`src/rtl/assert_macros.svh`:
```
// ----------------------------------------------------------------------------
// assert_macros
// assertion macros shared by the rtl
// ----------------------------------------------------------------------------
`ifndef ASSERT_MACROS_SVH
`define ASSERT_MACROS_SVH

// same-cycle implication
`define UDL_ASSERT_NOW(lbl, ante, cons) \
   lbl: assert property (@(posedge clock) disable iff (reset) (ante) |-> (cons)) \
      else $error("assertion failed");

// next-cycle implication
`define UDL_ASSERT_NEXT(lbl, ante, cons) \
   lbl: assert property (@(posedge clock) disable iff (reset) (ante) |=> (cons)) \
      else $error("assertion failed");

`endif

```
`src/rtl/udl_pkg.sv`:
```
// ----------------------------------------------------------------------------
// udl_pkg
// types, constants and fixed-point helpers of the undistort lift pipeline
// ----------------------------------------------------------------------------
package udl_pkg;

   localparam int ITERATIONS = 8;
   localparam int ADDR_W     = 5;

   typedef enum logic [2:0] {
      REG_INV_FOCAL_X   = 3'd0,
      REG_OFFSET_X      = 3'd1,
      REG_INV_FOCAL_Y   = 3'd2,
      REG_OFFSET_Y      = 3'd3,
      REG_RADIAL_K1     = 3'd4,
      REG_RADIAL_K2     = 3'd5,
      REG_TANGENTIAL_P1 = 3'd6,
      REG_TANGENTIAL_P2 = 3'd7
   } reg_idx_type;

   typedef logic signed [31:0] q_type;
   typedef logic signed [23:0] out_type;

   typedef struct packed {
      logic [31:0] inv_focal_x;
      q_type       offset_x;
      logic [31:0] inv_focal_y;
      q_type       offset_y;
      q_type       radial_k1;
      q_type       radial_k2;
      q_type       tangential_p1;
      q_type       tangential_p2;
   } cfg_type;

   // current estimate and distorted point
   typedef struct packed {
      q_type x;
      q_type y;
      q_type xd;
      q_type yd;
   } point_type;

   function automatic q_type sat_q(input logic signed [65:0] v);
      if (v > 66'sd2147483647) begin
         return 32'sh7fffffff;
      end else if (v < -66'sd2147483648) begin
         return 32'sh80000000;
      end
      return v[31:0];
   endfunction

   // product rounded half up to q7.24, saturated
   function automatic q_type mulq(input q_type a, input q_type b);
      logic signed [63:0] p;
      logic signed [65:0] s;
      p = a * b;
      s = (66'(p) + 66'sd8388608) >>> 24;
      return sat_q(s);
   endfunction

   function automatic out_type to_out(input q_type v);
      logic signed [32:0] t;
      t = (33'(v) + 33'sd8) >>> 4;
      if (t > 33'sd8388607) begin
         return 24'sh7fffff;
      end else if (t < -33'sd8388608) begin
         return 24'sh800000;
      end
      return t[23:0];
   endfunction

endpackage

```
`src/rtl/udl_lift.sv`:
```
// ----------------------------------------------------------------------------
// udl_lift
// inverse intrinsics: pixel to distorted normalized point, two stages
// ----------------------------------------------------------------------------
module udl_lift (
   input  logic                 clock,
   input  logic                 reset,
   input  logic                 en,
   input  udl_pkg::cfg_type     cfg,
   input  logic                 in_valid,
   input  logic [15:0]          pixel_u,
   input  logic [15:0]          pixel_v,
   output logic                 out_valid,
   output udl_pkg::point_type   out_pt
);

   logic [1:0]         valid_ff;
   logic [47:0]        prod_x_ff;
   logic [47:0]        prod_y_ff;
   udl_pkg::point_type pt_ff;
   logic [36:0]        scaled_x;
   logic [36:0]        scaled_y;
   udl_pkg::q_type     xd;
   udl_pkg::q_type     yd;

   // round half up from 0.36 fraction to q.24
   assign scaled_x = 37'((49'(prod_x_ff) + 49'd2048) >> 12);
   assign scaled_y = 37'((49'(prod_y_ff) + 49'd2048) >> 12);
   assign xd = udl_pkg::sat_q(66'(signed'({1'b0, scaled_x})) + 66'(cfg.offset_x));
   assign yd = udl_pkg::sat_q(66'(signed'({1'b0, scaled_y})) + 66'(cfg.offset_y));

   always_ff @(posedge clock) begin
      if (reset) begin
         valid_ff <= '0;
      end else if (en) begin
         valid_ff <= {valid_ff[0], in_valid};
      end
   end

   always_ff @(posedge clock) begin
      if (en) begin
         prod_x_ff <= 48'(cfg.inv_focal_x) * 48'(pixel_u);
         prod_y_ff <= 48'(cfg.inv_focal_y) * 48'(pixel_v);
         pt_ff     <= '{x: xd, y: yd, xd: xd, yd: yd};
      end
   end

   assign out_valid = valid_ff[1];
   assign out_pt    = pt_ff;

endmodule

```
`config.mk`:
```
export PLATFORM = sky130hd
export DESIGN_NAME = udl_lift
export DESIGN_NICKNAME = d
export VERILOG_FILES = /design/src/rtl/assert_macros.svh /design/src/rtl/udl_pkg.sv /design/src/rtl/udl_lift.sv
export SDC_FILE = /design/constraint.sdc
export NUM_CORES = 2
export LEC_CHECK = 0
export BUFFER_PORTS_ARGS = -buffer_cell sky130_fd_sc_hd__buf_4
export CAP_MARGIN = 20
export CORE_AREA = 4 4 281 283
export CTS_BUF_LIST = sky130_fd_sc_hd__clkbuf_8
export CTS_CLUSTER_SIZE = 40
export DETAILED_ROUTE_END_ITERATION = 16
export DIE_AREA = 0 0 285 287
export PLACE_DENSITY = 0.75
export SYNTH_ARGS = -nofsm -noshare
export SYNTH_HDL_FRONTEND = slang
export SYNTH_SLANG_ARGS = --single-unit
```
`constraint.sdc`:
```
create_clock -name clock -period 8.5 [get_ports clock]
set_input_delay 1.275 -clock clock [delete_from_list [all_inputs] [get_ports clock]]
set_output_delay 1.275 -clock clock [all_outputs]
set_load 0.05 [all_outputs]
```
# Word-level counts from Yosys, hierarchy flattened
# Index checks and enable logic that the tools add are counted.
[word_totals] output_inout_bits=129 word_cells=25 regBits=162
[classes] mul=2 n_addsub=4 magnitude_cmp=4 mux=10
[ops] op="$mux 32" count=6
[ops] op="$add 48x12->49 const B" count=2
[ops] op="$mul 32x16->48" count=2
[ops] op="$add 38x32->39" count=2
[ops] op="$gt 39x32->1 const B" count=2
[ops] op="$lt 39x32->1 const B" count=2
[ops] op="$mux 1" count=4

# Longest topological paths before layout
[depth] depth_word=6 ltp_mapped=26 mapped_depth_nobuf=25

# Least setup slack after synthesis
# Ideal clock, no wire load.
[synth_timing] kind="input -> register" from="in pixel_v[1]" to="reg prod_y_ff[42] (data pin)" slack_ns=1.028 setup_ns=0.259 arrival_ns=7.213 path_stages=23 required_time_ns=8.241 n_path_buf=1 path_cell_list="clkbuf_1 nand2_1 fa_1 fa_1 fa_1 inv_1 fa_1 fa_1 inv_1 fa_1 inv_1 ha_1 nor3_1 o21ai_0 or4_1 and3_1 o41ai_1 nand2_1 a21o_1 a21o_1 a211oi_2 o21ai_0 xnor2_1"
[synth_via] elab_chain_cells=1
[synth_rtl] item="start: declaration" line_no="udl_lift.sv:12" source="input logic [15:0] pixel_v,"
[synth_rtl] item="$mul 32x16->48" line_no="udl_lift.sv:43" source="prod_y_ff <= 48'(cfg.inv_focal_y) * 48'(pixel_v);"
[synth_rtl] item="end signal: assignment" line_no="udl_lift.sv:43"
[synth_rtl] item="end: declaration" line_no="udl_lift.sv:19" source="logic [47:0] prod_y_ff;"
# No other way between the ends.
# A chain may end at the register's enable or synchronous reset.

# Final worst setup path
[layout_timing] from="in pixel_v[6]" to="reg prod_y_ff[42] (data pin)"
# Same word-level chain as after synthesis.

==> results by group <==
Worst setup path
  – Slowest Stage Delay on Critical Path: 670 ps
  – Crit-path cells: buf_4, and2_1, fa_1, inv_1, fa_1, fa_1, inv_1, fa_1, fa_1, inv_1, fa_1, inv_1, ha_1, nor3_1, o21ai_0, or4_1, and3_1, o41ai_1, nand2_1, a21o_1, a21o_1, a211oi_2, o21ai_0, xnor2_1
  – CP Data Required Time: 8710 ps
  – Crit path top cell by count: fa_1
  – Crit path max fanout: 32
  – CP bufs+invs: 5
  – CP max-delay cell: or4_1
  – Nature of the critical path startpoint: primary input
  – Crit path max-delay family: adder cells
  – WP data arrival: a little under 8000 ps
  – Worst setup EP type: register
  – Crit path kind: in -> reg

Clock network
  – CTS Buf Count: 17
  – CTS H-Tree Depth: 4
  – Root Buffer: clkbuf_8
  – Post-CTS Setup Bufs: 0
  – CTS sink count: 140
  – Clk slew on worst S/H paths: 80 ps
  – # hold bufs at CTS: 0
  – Clk_lat worst skew: 460 ps
  – CTS tree: built
  – Post-CTS Resized: 0
  – CTS Buffer Depth: 2

STA
  – PnR worst setup slack: 805.5 ps
  – Final critical-path required period: slightly below 8000 ps
  – # setup viols final: 0
  – Clock skew: roughly 18 ps
  – Relative slew margins: about 33%
  – Post-route clock period utilization: between 90% and 100%
  – Worst hold slack: 515.5 ps
  – Fmax: between 100 and 150 MHz
  – RSZ-0062 raised after global routing: no
  – Fin. max-slew vios: 0
  – Final hold violations: 0
  – Setup TNS: 0 ps
  – Worst-Margin Slew: 1009 ps

Drt
  – Initial DRC count: 1,899
  – Detailed-route DRC error count: 0
  – Final WL: 108,500 µm
  – Average via count per standard cell: 5.504
  – Post-route ant nets: 0
  – Drt pass-1 iters: 5
  – Per-cell routed wire length: between 15 and 20 µm
  – Routed via count: 31.88k

Global routing
  – Global-route wire length before repair: 178,300 µm
  – Largest net degree at the start of global routing: between 80 and 90
  – Vias in the first global route: 34.27k
  – Congestion Overflow GR: 0
  – Overall Global Routing Usage: 27.24%
  – Antenna violations before repair: 3

Yosys
  – EDFF count, synth: 138
  – Seq/Total Area, Yosys: 10.04%
  – Yosys top cell by area: fa_1
  – Synthesized net count: 6,087
  – Yosys top cell area share: 40.17%
  – Largest cells by area after synthesis: fa_1, edfxtp_1, ha_1
  – Cell with the most instances after synthesis: inv_1
  – Commonest cells in the netlist: inv_1, fa_1, nand2_1
  – Distinct cells, synth: 80
  – Synth warn: 0
  – Syn Area/Cell: 8.965 µm²
  – Mapped Cells: 4,647
  – Post-synth top flop: edfxtp_1
  – Fraction of registers with async set/reset: 0%
  – Synthesized flop and latch total: 140
  – Mapped Area: 0.04166 mm²

Final layout
  – Post-layout nets: 6,177
  – Area grow syn2layout: 7.154%
  – Post-route insts no fill: 5,792
  – Share of post-route cells with drive strength above 1: 8.084%

Placement
  – Hpwl dp: 85,760 µm
  – GPL Wtd Cong: 0.9211
  – PortBufs: 292
  – Dpl cells: 5,756
  – Pre-CTS setup slack: 367.9 ps

Floorplanning
  – Starting Density: 54.32%
  – Die height: 287 µm
  – Die area: 0.08180 mm²
  – FP Rows: 102
  – Io pins: roughly 420
  – Core area: 0.07670 mm²
  – Die width: 285 µm

Hold path
  – HP Class: reg -> reg

Flow run
  – Max Cap Viol: 0

Outcome
  – Status: completed
[worst reg2reg max path, delay by kind of cell (launching register included)]
kind / cells / cell delay (ps)
AO/OA/AOI/OAI: 5 / 1710
XOR/XNOR: 1 / 160
adder cells (fa/ha/maj): 1 / 440
flip-flops: 1 / 430
AND/OR/NAND/NOR: 11 / 2910
[cells by family (layout without fill, tap and decap cells)]
group	Yosys count	in the layout	share of synthesized area, %
xor gates and xnor gates	210	210	4.415
and+or+nand+nor	1477	1477	17.05
other	0	2	0
DFF	140	140	10.04
adders and majority gates	1148	1148	49.54
buffers and inverters	1175	1278	11.27
muxes	3	3	0.07208
AOI/OAI and AO/OA	494	494	7.604
[worst paths after layout]
path / from / cells after the start / to / slack [ps]
setup / recovery: pixel_v[6] / 24 / prod_y_ff[42]$_DFFE_PP_ / 810
hold / removal: valid_ff[0]$_SDFFE_PP0P_ / 2 / valid_ff[0]$_SDFFE_PP0P_ / 520
setup reg to reg: prod_y_ff[13]$_DFFE_PP_ / 18 / out_pt[21]$_DFFE_PP_ / 2710
hold reg to reg: valid_ff[0]$_SDFFE_PP0P_ / 2 / valid_ff[0]$_SDFFE_PP0P_ / 520
[state kept, by name, summed over array words and instances (netlist names)]
register / count
prod_x_ff: 37
out_pt: 64
prod_y_ff: 37
valid_ff: 2
[placed cells by master, fill, tap and decap left out, drive strengths merged, types with 17 or more instances in the layout]
cell type	netlist	layout
a211oi	17	17
a21o	94	94
a21oi	153	153
and2	420	420
and3	34	34
buf	75	327
clkbuf	181	17
edfxtp	138	138
fa	836	836
ha	312	312
inv	919	923
nand2	730	730
nand2b	19	19
nand3	52	52
nand4	34	34
nor2	108	108
nor3	23	23
o21ai	112	112
xnor2	131	131
xor2	79	79
[layout make-up]
type	instances	area, µm²
antenna	2	5.005
clock inverter	15	187.7
multi-input combinational	3332	32780
timing repair buffer	327	2499
fill	6757	32060
tap	1040	1301
clock buffer	17	234.0
sequential	140	4184
inverter	919	3450
[metrics by stage]
stage / instance area (µm²) / util, %
final: 44640 / 58.20
after CTS: 44590 / 58.14
after global routing: 44640 / 58.20
after floorplan: 41660 / -
after detailed placement: 44170 / 57.59
after global placement: 44170 / 57.59
[layer usage]
layer	GRT usage (%)	vias to the layer above	wire [µm]
li1	-	14335	-
met1	34.42	16058	42480
met2	47.69	1215	53850
met3	4.354	270	7816
met4	9.808	2	4384
met5	0	-	13
Power is left out: the tool's default activity adds up to more than one toggle a clock period on the data nets, which glitch-free logic cannot reach.
