<file path="config.mk">
export PLATFORM = sky130hd
export DESIGN_NAME = udl_csr
export DESIGN_NICKNAME = d
export VERILOG_FILES = /design/src/rtl/udl_pkg.sv /design/src/rtl/udl_csr.sv
export VERILOG_INCLUDE_DIRS = /design/src /design/src/rtl
export SDC_FILE = /design/constraint.sdc
export NUM_CORES = 1
export LEC_CHECK = 0
export BUFFER_PORTS_ARGS = -buffer_cell sky130_fd_sc_hd__buf_2
export CORE_MARGIN = 4
export CORE_UTILIZATION = 55
export CTS_CLUSTER_SIZE = 10
export DETAILED_ROUTE_END_ITERATION = 8
export PLACE_DENSITY = 0.83
export REMOVE_ABC_BUFFERS = 1
export SYNTH_ARGS = -nofsm -noshare
export SYNTH_HDL_FRONTEND = slang
export SYNTH_SLANG_ARGS = --single-unit
export TNS_END_PERCENT = 50
</file>
<file path="constraint.sdc">
create_clock -name clock -period 4.5 [get_ports clock]
set_input_delay 0.9 -clock clock [delete_from_list [all_inputs] [get_ports clock]]
set_output_delay 0.9 -clock clock [all_outputs]
set_load 0.05 [all_outputs]
</file>
<file path="src/rtl/assert_macros.svh">
// ----------------------------------------------------------------------------
// assert_macros
// assertion macros shared by the rtl
// ----------------------------------------------------------------------------
`ifndef ASSERT_MACROS_SVH
`define ASSERT_MACROS_SVH

// same-cycle implication
`define UDL_ASSERT_NOW(lbl, ante, cons) \
   lbl: assert property (@(posedge clock) disable iff (reset) (ante) |-> (cons)) \
      else $error("assertion failed");

// next-cycle implication
`define UDL_ASSERT_NEXT(lbl, ante, cons) \
   lbl: assert property (@(posedge clock) disable iff (reset) (ante) |=> (cons)) \
      else $error("assertion failed");

`endif

</file>
<file path="src/rtl/udl_pkg.sv">
// ----------------------------------------------------------------------------
// udl_pkg
// types, constants and fixed-point helpers of the undistort lift pipeline
// ----------------------------------------------------------------------------
package udl_pkg;

   localparam int ITERATIONS = 8;
   localparam int ADDR_W     = 5;

   typedef enum logic [2:0] {
      REG_INV_FOCAL_X   = 3'd0,
      REG_OFFSET_X      = 3'd1,
      REG_INV_FOCAL_Y   = 3'd2,
      REG_OFFSET_Y      = 3'd3,
      REG_RADIAL_K1     = 3'd4,
      REG_RADIAL_K2     = 3'd5,
      REG_TANGENTIAL_P1 = 3'd6,
      REG_TANGENTIAL_P2 = 3'd7
   } reg_idx_type;

   typedef logic signed [31:0] q_type;
   typedef logic signed [23:0] out_type;

   typedef struct packed {
      logic [31:0] inv_focal_x;
      q_type       offset_x;
      logic [31:0] inv_focal_y;
      q_type       offset_y;
      q_type       radial_k1;
      q_type       radial_k2;
      q_type       tangential_p1;
      q_type       tangential_p2;
   } cfg_type;

   // current estimate and distorted point
   typedef struct packed {
      q_type x;
      q_type y;
      q_type xd;
      q_type yd;
   } point_type;

   function automatic q_type sat_q(input logic signed [65:0] v);
      if (v > 66'sd2147483647) begin
         return 32'sh7fffffff;
      end else if (v < -66'sd2147483648) begin
         return 32'sh80000000;
      end
      return v[31:0];
   endfunction

   // product rounded half up to q7.24, saturated
   function automatic q_type mulq(input q_type a, input q_type b);
      logic signed [63:0] p;
      logic signed [65:0] s;
      p = a * b;
      s = (66'(p) + 66'sd8388608) >>> 24;
      return sat_q(s);
   endfunction

   function automatic out_type to_out(input q_type v);
      logic signed [32:0] t;
      t = (33'(v) + 33'sd8) >>> 4;
      if (t > 33'sd8388607) begin
         return 24'sh7fffff;
      end else if (t < -33'sd8388608) begin
         return 24'sh800000;
      end
      return t[23:0];
   endfunction

endpackage

</file>
<file path="src/rtl/udl_csr.sv">
// ----------------------------------------------------------------------------
// udl_csr
// apb register file holding intrinsics and distortion coefficients
// ----------------------------------------------------------------------------
`include "assert_macros.svh"

module udl_csr (
   input  logic                       clock,
   input  logic                       reset,
   input  logic                       csr_psel,
   input  logic                       csr_penable,
   input  logic                       csr_pwrite,
   input  logic [udl_pkg::ADDR_W-1:0] csr_paddr,
   input  logic [31:0]                csr_pwdata,
   output logic [31:0]                csr_prdata,
   output logic                       csr_pready,
   output udl_pkg::cfg_type           cfg
);

   udl_pkg::cfg_type    cfg_ff;
   udl_pkg::reg_idx_type idx;
   logic                wr;

   assign idx        = udl_pkg::reg_idx_type'(csr_paddr[4:2]);
   assign wr         = csr_psel && csr_penable && csr_pwrite;
   assign csr_pready = 1'b1;
   assign cfg        = cfg_ff;

   always_ff @(posedge clock) begin
      if (reset) begin
         cfg_ff <= '0;
      end else if (wr) begin
         case (idx)
            udl_pkg::REG_INV_FOCAL_X:   cfg_ff.inv_focal_x   <= csr_pwdata;
            udl_pkg::REG_OFFSET_X:      cfg_ff.offset_x      <= csr_pwdata;
            udl_pkg::REG_INV_FOCAL_Y:   cfg_ff.inv_focal_y   <= csr_pwdata;
            udl_pkg::REG_OFFSET_Y:      cfg_ff.offset_y      <= csr_pwdata;
            udl_pkg::REG_RADIAL_K1:     cfg_ff.radial_k1     <= csr_pwdata;
            udl_pkg::REG_RADIAL_K2:     cfg_ff.radial_k2     <= csr_pwdata;
            udl_pkg::REG_TANGENTIAL_P1: cfg_ff.tangential_p1 <= csr_pwdata;
            udl_pkg::REG_TANGENTIAL_P2: cfg_ff.tangential_p2 <= csr_pwdata;
            default: ;
         endcase
      end
   end

   always_comb begin
      case (idx)
         udl_pkg::REG_INV_FOCAL_X:   csr_prdata = cfg_ff.inv_focal_x;
         udl_pkg::REG_OFFSET_X:      csr_prdata = cfg_ff.offset_x;
         udl_pkg::REG_INV_FOCAL_Y:   csr_prdata = cfg_ff.inv_focal_y;
         udl_pkg::REG_OFFSET_Y:      csr_prdata = cfg_ff.offset_y;
         udl_pkg::REG_RADIAL_K1:     csr_prdata = cfg_ff.radial_k1;
         udl_pkg::REG_RADIAL_K2:     csr_prdata = cfg_ff.radial_k2;
         udl_pkg::REG_TANGENTIAL_P1: csr_prdata = cfg_ff.tangential_p1;
         udl_pkg::REG_TANGENTIAL_P2: csr_prdata = cfg_ff.tangential_p2;
         default:                    csr_prdata = '0;
      endcase
   end

   `UDL_ASSERT_NEXT(a_k1_write, wr && idx == udl_pkg::REG_RADIAL_K1,
                    cfg_ff.radial_k1 == $past(csr_pwdata))
   `UDL_ASSERT_NEXT(a_no_write_hold, !wr, $stable(cfg_ff))

endmodule

</file>
### Word-level counts from Yosys, hierarchy flattened

Cells that the tools add are included.

| operators by class | value |
|---|---|
| reduce and logical (&&, ||, !) cells | 11 |
| eq/ne operators | 7 |
| div/mod/pow operators | 0 |
| bitwise gates (word level) | 0 |
| add/sub/neg operators | 0 |
| magnitude comparators | 0 |
| shift operators | 0 |
| multiply operators | 0 |
| mux-type cells | 1 |

Operator list:

| cell | number |
|---|---|
| $pmux 32 s8 | 1 |
| $reduce_and 2->1 | 8 |
| $eq 3x3->1 const B | 4 |
| $eq 3x2->1 const B | 2 |
| $eq 3x1->1 const B | 1 |
| $logic_not 3->1 | 1 |
| $logic_and 1x1->1 | 2 |

| storage, ports and cells | value |
|---|---|
| input bits | 42 |
| bits in read-only memories | 0 |
| register bits after elaboration | 256 |
| output and inout bits | 289 |
| word-level logic and storage cells | 27 |
| bits in latches | 0 |
| memories kept | 0 |
| RAM bits | 0 |

### Longest topological paths before layout

Gate-level depths: netlist of the first run.

| depth | value |
|---|---|
| depth after elaboration | 3 |
| gate-level depth with buffers | 7 |
| gate-level depth less buffers | 4 |

### Worst setup path before layout of the first run

OpenSTA, ideal clock, no wires.

| timing | value |
|---|---|
| path kind | input-to-output |
| start point | input port csr_paddr[3] (netlist bit) |
| end point | output port csr_prdata[25] |
| stages on the path | 7 |
| path slack | 1.082 ns |
| required time | 3.600 ns |
| arrival time | 2.518 ns |
| cell sequence | buf_6 buf_6 buf_4 buf_2 a221oi_1 a21oi_1 a21oi_1 |

| on the way | value |
|---|---|
| word-level cells in the longest chain between the ends | 2 |

RTL lines:

| element | line | RTL |
|---|---|---|
| start, declared | udl_csr.sv:13 | `input logic [udl_pkg::ADDR_W-1:0] csr_paddr,` |
| $eq 3x3->1 (tied with other cells) | udl_csr.sv:48 | `case (idx)` |
| $pmux 32 s8 (*) | udl_csr.sv:48 |  |
| end, declared | udl_csr.sv:15 | `output logic [31:0] csr_prdata,` |

Mark *: on every way between the ends. The rest lies on a longest branch, timed or not.

### Worst setup path after layout of the first run

| timing | value |
|---|---|
| start point | input port csr_paddr[2] (netlist bit) |
| end point | output port csr_prdata[6] |

Same word-level chain as after synthesis.

==> results of run 1 <==
[cell usage in the layout, fill, tap and decap left out, drive strengths merged]
cell type	Yosys	final
mux2i	32	32
and2	1	1
a22o	33	33
inv	32	32
o22a	2	2
nand2	515	515
nand2b	7	7
mux2	26	26
nor3	2	2
a22oi	1	1
or3	3	3
clkbuf	50	30
o22ai	2	2
buf	104	348
nand4b	1	1
nor2b	4	4
nor2	64	64
conb	1	1
a32oi	4	4
or2	6	6
o32a	1	1
dfxtp	256	256
nand4	1	1
a221oi	56	56
clkinv	0	1
a21o	1	1
a21oi	265	265
[how the worst max path moves through the flow]
| stage | from | endpoint | slack (ps) | depth (start not counted) |
|---|---|---|---|---|
| CTS | csr_paddr[2] | csr_prdata[6] | 670 | 7 |
| global placement | csr_paddr[2] | csr_prdata[6] | 740 | 7 |
| finish | csr_paddr[2] | csr_prdata[6] | 570 | 7 |
| detailed placement | csr_paddr[2] | csr_prdata[6] | 680 | 7 |
| global route | csr_paddr[2] | csr_prdata[6] | 540 | 7 |
| floorplan | csr_paddr[4] | csr_prdata[10] | -200 | 4 |
[power by group through the flow]
stage	clock (uW)	sequential, uW	combinational [uW]
after detailed placement	0	2350	424
final	1980	2300	432
after global routing	2080	2300	453
after global placement	0	2350	418
after CTS	1990	2300	425
after floorplan	0	2400	152
[critical path, stage by stage]
cell and delay [ps]:
buf_4 380, nand2b_1 310, nor2_4 520, buf_12 250
a221oi_1 120, nor2_1 210, buf_2 300
[per-layer routing]
metal | GRT usage | up-vias | routed length (um) | share of wire
met5 | 0 | - | 0 | 0
met4 | 0.1315 | 0 | 1561 | 0.039
met3 | 0.08498 | 132 | 4933 | 0.12
met2 | 0.5530 | 732 | 18820 | 0.47
met1 | 0.4224 | 5443 | 14950 | 0.37
li1 | - | 5308 | - | -
[metrics by stage]
step | instances | hold slack [ps] | setup TNS [ps] | utilization
final | 1965 | 462.4 | 0 | 0.6689
after global routing | 1965 | 483.0 | 0 | 0.6689
after CTS | 1965 | 464.1 | 0 | 0.6689
after detailed placement | 1934 | 456.8 | 0 | 0.6325
after global placement | 1934 | 449.4 | 0 | 0.6325
after floorplan | 1316 | 680.7 | -4976 | -
[cell families (layout without fill, tap and decap cells)]
family,after synthesis,in the layout,share of synthesized area
other,1,1,0.0003337
and+or+nand+nor,604,604,0.2101
AOI/OAI and AO/OA,365,365,0.2004
buffers and inverters,186,411,0.07850
DFF,256,256,0.4561
muxes,58,58,0.05456
[layout make-up]
cell class / instances / share of cell area
Clock buffer: 30 / 0.05407
Clock inverter: 1 / 0.0003710
Inverter: 32 / 0.008903
Multi-Input combinational cell: 1028 / 0.3931
Sequential cell: 256 / 0.3799
Tap cell: 270 / 0.02504
Timing Repair Buffer: 348 / 0.1386
==> flow_summary.toml, run 1 <==
[layout]
nFillCells = 1700
diodes = 0
largest_reg_flops = 256
finalInstanceArea_um2 = 13490
seq_area_um2 = 5125
nets = 1737
multi_input_area_um2 = 5304
final_layout_size_suffix_gt1_frac = 0.2525
syn2layout_area_growth_pct = 20.06

[sta]
fin_crit_sh = 0.8735
fin_skew_ps = 0
max_slew_margin = 0.2047
hold_violations = 0
worst_pin_slew_ps = 1190
fmax_mhz = 254.4
maxSlewViolCount = 0
rsz0062_at_grt = "false"
finalWorstSetupSlack_ps = 569.3
setup-violations-final = 0
min_period_ps = 3931

[placement]
place_area_um2 = 12760
portBuffers = 327
gp_congestion = 0.8048
hpwlAfterDp_um = 25020
pre_cts_ws_ps = 677.4

[power_and_ir_drop]
clkPwrFrac = 0.420
p_sw_uw = 1203
p_total_uw = 4710
p_int_uw = 3508
peakVddDrop_v = 0.0003296
switching_share = 0.2553
comb_power_share = 0.092
power.density_nw_per_um2 = 349.1
power_frac_seq = 0.488
p_leak_uw = 0.005629

[synthesis]
ys_top_cells_by_count = "515 x nand2_1, 265 x a21oi_1, 256 x dfxtp_1, 93 x buf_2, 64 x nor2_1"
yosys-top-cells-area = "dfxtp_1 46%, nand2_1 17%, a21oi_1 12%"
ys_seq_elements = 256
netlist_instances = 1470
yosys_warnings = 0
synth_edf_count = 0
syn_avg_cell_area_um2 = 7.644
async_flop_share = 0
ys_seq_area_frac = 0.4561
synth_cell_types = 31
netlist.area_leader.share = 0.4561
synth_flop_cell = "dfxtp_1"
synthesis.area_um2 = 11240
yosysTopAreaCell = "dfxtp_1"
yosys.cell_count.top_type = "nand2_1"

[clocking]
clkSinkCount = 256
ctsResizeCount = 0
hold_buffers = 0
clock_latency_ps = 540
cts_setup_buffers = 0
clkTransAtPathRegs_ps = 50
cts_tree = "done"
cts_root_buf = "clkbuf_16"
cts_buffers = 29
cts_buffer_depth = 3
htree_levels = 1

[detailed_routing]
vias_per_cell = 5.911
wl_um = 40260
via_count = 11620
drt_first_pass_iters = 7
wire_per_inst_um = 20.49
drc_errors = 0
dr.first_iter.drc_count = 1064
ant_nets = 0

[run]
drv_cap = 0

[worst_setup_path]
setup.worst_path.end_class = "output pin"
arrival_ps = 3030
r2r-start = "cfg[92]$_SDFFE_PP0P_"
path_class = "input port to output pin"
worstPathMaxFanout = 35
rrSetupSlack_ps = 3770
reg2regPathDepth = 2
required_ps = 3600
r2r_end = "cfg[92]$_SDFFE_PP0P_"
startpoint_type = "input port"

[global_route]
groute.usage.overall = 0.3353
grt_pass1_wl_um = 60020
grt_pass1_vias = 10830
gr-total-overflow = 0
grt_max_degree = 126
antenna_found_initial = 0

[hold_path]
hold_end = "cfg[67]$_SDFFE_PP0P_"
holdPathStages = 2
hold_path.class = "flop to flop"
min_from = "cfg[67]$_SDFFE_PP0P_"

[floorplan]
core_um2 = 20170
start_util = 0.5571
die_area_um2 = 22780
chipHeight_um = 150.9
die_w_um = 150.9
num_io_pins = 331
rows = 52

[run_status]
status = "finished, final reports clean"
No activity file was read; power rests on OpenSTA's default activity.
==> run 2: changes to the inputs <==
==> constraint.sdc (replaced) <==
create_clock -name clock -period 4.5 [get_ports clock]
set_input_delay 0.9 -clock clock [delete_from_list [all_inputs] [get_ports clock]]
set_output_delay 0.9 -clock clock [all_outputs]
set_load 0.005 [all_outputs]
==> flow_summary.toml, run 2 (synthesis gave the netlist of run 1 again) <==
[layout]
diodes = 0
final_cell_mix = "515 x nand2_1, 323 x buf_2, 265 x a21oi_1, 256 x dfxtp_1, 57 x nor2_1"
syn2layout_area_growth_pct = 21.24
nets = 1751
final_layout_size_suffix_gt1_frac = 0.2598
largest_reg_flops = 256
final_common_cell = "nand2_1"
nFillCells = 1692
final_cells = 1983

[worst_setup_path]
r2r-start = "cfg[254]$_SDFFE_PP0P_"
required_ps = 3600
crit_family = "simple AND/OR/NAND/NOR gates"
path_class = "input port to output pin"
setup.worst_path.end_class = "output pin"
cp_cell_sequence = "buf_4, nand2b_1, nor2_4, buf_4, a221oi_1, nor2_1, buf_2"
arrival_ps = 2870
worstPathMaxFanout = 36
slowest_stage = "nor2_4"
cp.buffers_inverters = 3
startpoint_type = "input port"
reg2regPathDepth = 2
worst_path_most_repeated_cell = "buf_4"
cp.depth = 7
cp-startpoint = "csr_paddr[2]"
slowest_delay_ps = 440

[placement]
gp_congestion = 0.8436
portBuffers = 327
hpwlAfterDp_um = 25880
dp.cells = 1947

[detailed_routing]
wire_per_inst_um = 20.56
vias_per_cell = 5.867
dr.first_iter.drc_count = 1327
via_count = 11640
ant_nets = 0
drt_first_pass_iters = 6
drc_errors = 0
wl_um = 40770

[global_route]
grt_pass1_vias = 10870
grt_pass1_wl_um = 60640
antenna_found_initial = 0
gr-total-overflow = 0
groute.usage.overall = 0.3397
grt_max_degree = 109

[sta]
max_slew_margin = 0.3378
hold_violations = 0
min_period_ps = 3772
setup-violations-final = 0
fmax_mhz = 265.1
finalSetupTns_ps = 0
rsz0062_at_grt = "false"
worst_pin_slew_ps = 993.3
worst_hold_slack_ps = 466.1
fin_crit_sh = 0.8382
fin_skew_ps = 0
maxSlewViolCount = 0

[floorplan]
num_io_pins = 331
chipHeight_um = 150.9
rows = 52
die_area_um2 = 22780
core_um2 = 20170
die_w_um = 150.9
start_util = 0.5571

[clocking]
htree_levels = 1
clkSinkCount = 256
clock_latency_ps = 540
cts_buffer_depth = 3
cts_buffers = 30
cts_setup_buffers = 0
cts_root_buf = "clkbuf_16"
cts_tree = "done"
clkTransAtPathRegs_ps = 50
hold_buffers = 0
ctsResizeCount = 0

[run]
drv_cap = 0

[power_and_ir_drop]
switching_share = 0.2323
power_frac_seq = 0.487
p_leak_uw = 0.005719
p_sw_uw = 1096
peakVddDrop_v = 0.0002761
comb_power_share = 0.067
clkPwrFrac = 0.446
p_int_uw = 3623
power.density_nw_per_um2 = 346.4

[hold_path]
hold_path.class = "flop to flop"
min_from = "cfg[18]$_SDFFE_PP0P_"
holdPathStages = 2

[run_status]
status = "finished, final reports clean"
[run 2: final timing paths]
path                      endpoint  slack [ps]
max                 csr_prdata[11]         730
min reg2reg   cfg[18]$_SDFFE_PP0P_         470
min           cfg[18]$_SDFFE_PP0P_         470
max reg2reg  cfg[254]$_SDFFE_PP0P_        3730
[run 2: cell type report]
class	instances	area (um^2)	area share
Timing Repair Buffer	361	1918	0.1408
Sequential cell	256	5125	0.3762
Clock inverter	1	8.758	0.0006429
Inverter	32	120.1	0.008816
Multi-Input combinational cell	1028	5304	0.3893
Tap cell	270	337.8	0.02480
Clock buffer	35	810.8	0.05951
[run 2: worst register-to-register path, cell delays in order, from the launching register on]
cell     delay, ps
dfxtp_1        410
nand2_1        100
a21oi_1        180
[run 2: routing by layer]
metal  vias to the layer above  share of wire  GRT usage  wire [um]
met4                         0          0.037     0.1274       1510
met1                      5461           0.38     0.4301      15300
met3                       132           0.12    0.08408       4730
li1                       5333              -          -          -
met2                       709           0.47     0.5620      19230
met5                         -              0          0          0
[run 2: power groups by stage]
stage | combinational (uW) | clock, uW | sequential (uW)
2_1_floorplan | 96.4 | 0 | 2350
3_3_place_gp | 303 | 0 | 2350
3_5_place_dp | 308 | 0 | 2350
4_1_cts | 310 | 2120 | 2300
5_1_grt | 339 | 2210 | 2300
6_report | 317 | 2100 | 2300
[run 2: per-stage QoR]
stage | setup WS, ps | utilization | total power (uW) | cell area, um^2
6_report | 728.0 | 0.6755 | 4719 | 13620
5_1_grt | 682.8 | 0.6755 | 4851 | 13620
3_3_place_gp | 846.7 | 0.6349 | 2648 | 12800
4_1_cts | 809.7 | 0.6755 | 4725 | 13620
2_1_floorplan | 262.0 | - | 2442 | 10480
3_5_place_dp | 828.0 | 0.6349 | 2654 | 12800
==> run 3: changes to the inputs <==
--- a/config.mk
+++ b/config.mk
@@ -8,10 +8,10 @@
 export LEC_CHECK = 0
 export BUFFER_PORTS_ARGS = -buffer_cell sky130_fd_sc_hd__buf_2
 export CORE_MARGIN = 4
-export CORE_UTILIZATION = 55
+export CORE_UTILIZATION = 52
 export CTS_CLUSTER_SIZE = 10
 export DETAILED_ROUTE_END_ITERATION = 8
-export PLACE_DENSITY = 0.83
+export PLACE_DENSITY = 0.79
 export REMOVE_ABC_BUFFERS = 1
 export SYNTH_ARGS = -nofsm -noshare
 export SYNTH_HDL_FRONTEND = slang
==> constraint.sdc (replaced) <==
create_clock -name clock -period 3.6 [get_ports clock]
set_input_delay 0.72 -clock clock [delete_from_list [all_inputs] [get_ports clock]]
set_output_delay 0.72 -clock clock [all_outputs]
set_load 0.005 [all_outputs]
==> flow_summary.toml, run 3 (synthesis gave the netlist of run 1 again) <==
[global_route]
antenna_found_initial = 2
gr-total-overflow = 0
grt_pass1_vias = 11110
grt_max_degree = 104
groute.usage.overall = 0.3214
grt_pass1_wl_um = 61970

[detailed_routing]
wire_per_inst_um = 20.62
dr.first_iter.drc_count = 1056
ant_nets = 0
vias_per_cell = 5.850
drc_errors = 0
wl_um = 40900
drt_first_pass_iters = 5
via_count = 11610

[clocking]
ctsResizeCount = 0
htree_levels = 1
clkSinkCount = 256
cts_root_buf = "clkbuf_16"
clkTransAtPathRegs_ps = 50
clock_latency_ps = 530
cts_buffer_depth = 3
cts_buffers = 30
cts_tree = "done"
cts_setup_buffers = 0
hold_buffers = 0

[run]
drv_cap = 0

[worst_setup_path]
crit_end = "csr_prdata[14]"
crit_family = "simple AND/OR/NAND/NOR gates"
cp_cell_sequence = "buf_4, nand2b_1, nor2_4, a221oi_1, nor2_1, buf_2"
path_class = "input port to output pin"
arrival_ps = 2740
reg2regPathDepth = 2
setup.worst_path.end_class = "output pin"
r2r-start = "cfg[123]$_SDFFE_PP0P_"
slowest_delay_ps = 880
rrSetupSlack_ps = 2870
r2r_end = "cfg[123]$_SDFFE_PP0P_"
required_ps = 2880
slowest_stage = "nor2_4"
cp.buffers_inverters = 2
cp-startpoint = "csr_paddr[4]"
startpoint_type = "input port"
worstPathMaxFanout = 25
cp.depth = 6

[sta]
finalSetupTns_ps = 0
finalWorstSetupSlack_ps = 139.3
setup-violations-final = 0
max_slew_margin = 0.2799
hold_violations = 0
fin_skew_ps = 0
maxSlewViolCount = 0
fin_crit_sh = 0.9613
fmax_mhz = 289.0
rsz0062_at_grt = "false"
worst_pin_slew_ps = 1078
min_period_ps = 3461

[placement]
gp_congestion = 0.8867
hpwlAfterDp_um = 25420
dp.cells = 1946
pre_cts_ws_ps = 298.4
place_area_um2 = 12880
portBuffers = 327

[layout]
final_common_cell = "nand2_1"
largest_reg_flops = 256
finalInstanceArea_um2 = 13730
syn2layout_area_growth_pct = 22.15
nets = 1745
final_cell_mix = "515 x nand2_1, 323 x buf_2, 265 x a21oi_1, 256 x dfxtp_1, 57 x nor2_1"
final_layout_size_suffix_gt1_frac = 0.2611
final_cells = 1984

[floorplan]
core_um2 = 21150
rows = 53
die_w_um = 155
die_area_um2 = 24030
start_util = 0.5312
chipHeight_um = 155
num_io_pins = 331

[power_and_ir_drop]
peakVddDrop_v = 0.0003305
p_leak_uw = 0.005742
p_total_uw = 5978
power.density_nw_per_um2 = 435.5

[hold_path]
min_from = "cfg[78]$_SDFFE_PP0P_"
hold_path.class = "flop to flop"

[run_status]
status = "finished, final reports clean"
run 3: worst min-delay path by stage:
stage	endpoint	slack, ps	cells past startpoint
finish	cfg[78]$_SDFFE_PP0P_	470	2
global route	cfg[0]$_SDFFE_PP0P_	480	2
CTS	cfg[168]$_SDFFE_PP0P_	470	2
floorplan	cfg[64]$_SDFFE_PP0P_	460	2
detailed placement	cfg[78]$_SDFFE_PP0P_	460	2
global placement	cfg[18]$_SDFFE_PP0P_	450	2
run 3: worst min-delay path: stages, from the launching register on:
cell	delay, ps
dfxtp_1	310
nand2_1	50
a21oi_1	50
run 3: final cells by class:
| cell class | instances | area [um^2] |
|---|---|---|
| fillers | 1847 | 7428 |
| repair buffers | 355 | 1986 |
| flip-flops and latches | 256 | 5125 |
| inverters | 32 | 120.1 |
| well taps | 275 | 344.1 |
| clock inverters | 1 | 7.507 |
| clock buffers | 36 | 834.6 |
| multi-input cells | 1028 | 5306 |
| diodes | 1 | 2.502 |
run 3: metal layers:
metal | global-route usage | up-vias | part of all wire
li1 | - | 5327 | -
met1 | 0.4118 | 5504 | 0.39
met2 | 0.5370 | 650 | 0.47
met3 | 0.06537 | 123 | 0.10
met4 | 0.1190 | 2 | 0.034
met5 | 0 | - | 0.00029
run 3: metrics by stage:
step | util | hold WS, ps
2_1_floorplan | - | 455.5
3_3_place_gp | 0.6089 | 451.8
3_5_place_dp | 0.6089 | 458.8
4_1_cts | 0.6487 | 465.2
5_1_grt | 0.6488 | 483.5
6_report | 0.6488 | 467.5
run 3: power breakdown:
part	switching, uW	internal [uW]
Combinational	275	127
Sequential	17.7	2860
Clock	1110	1590
Total	1400	4570
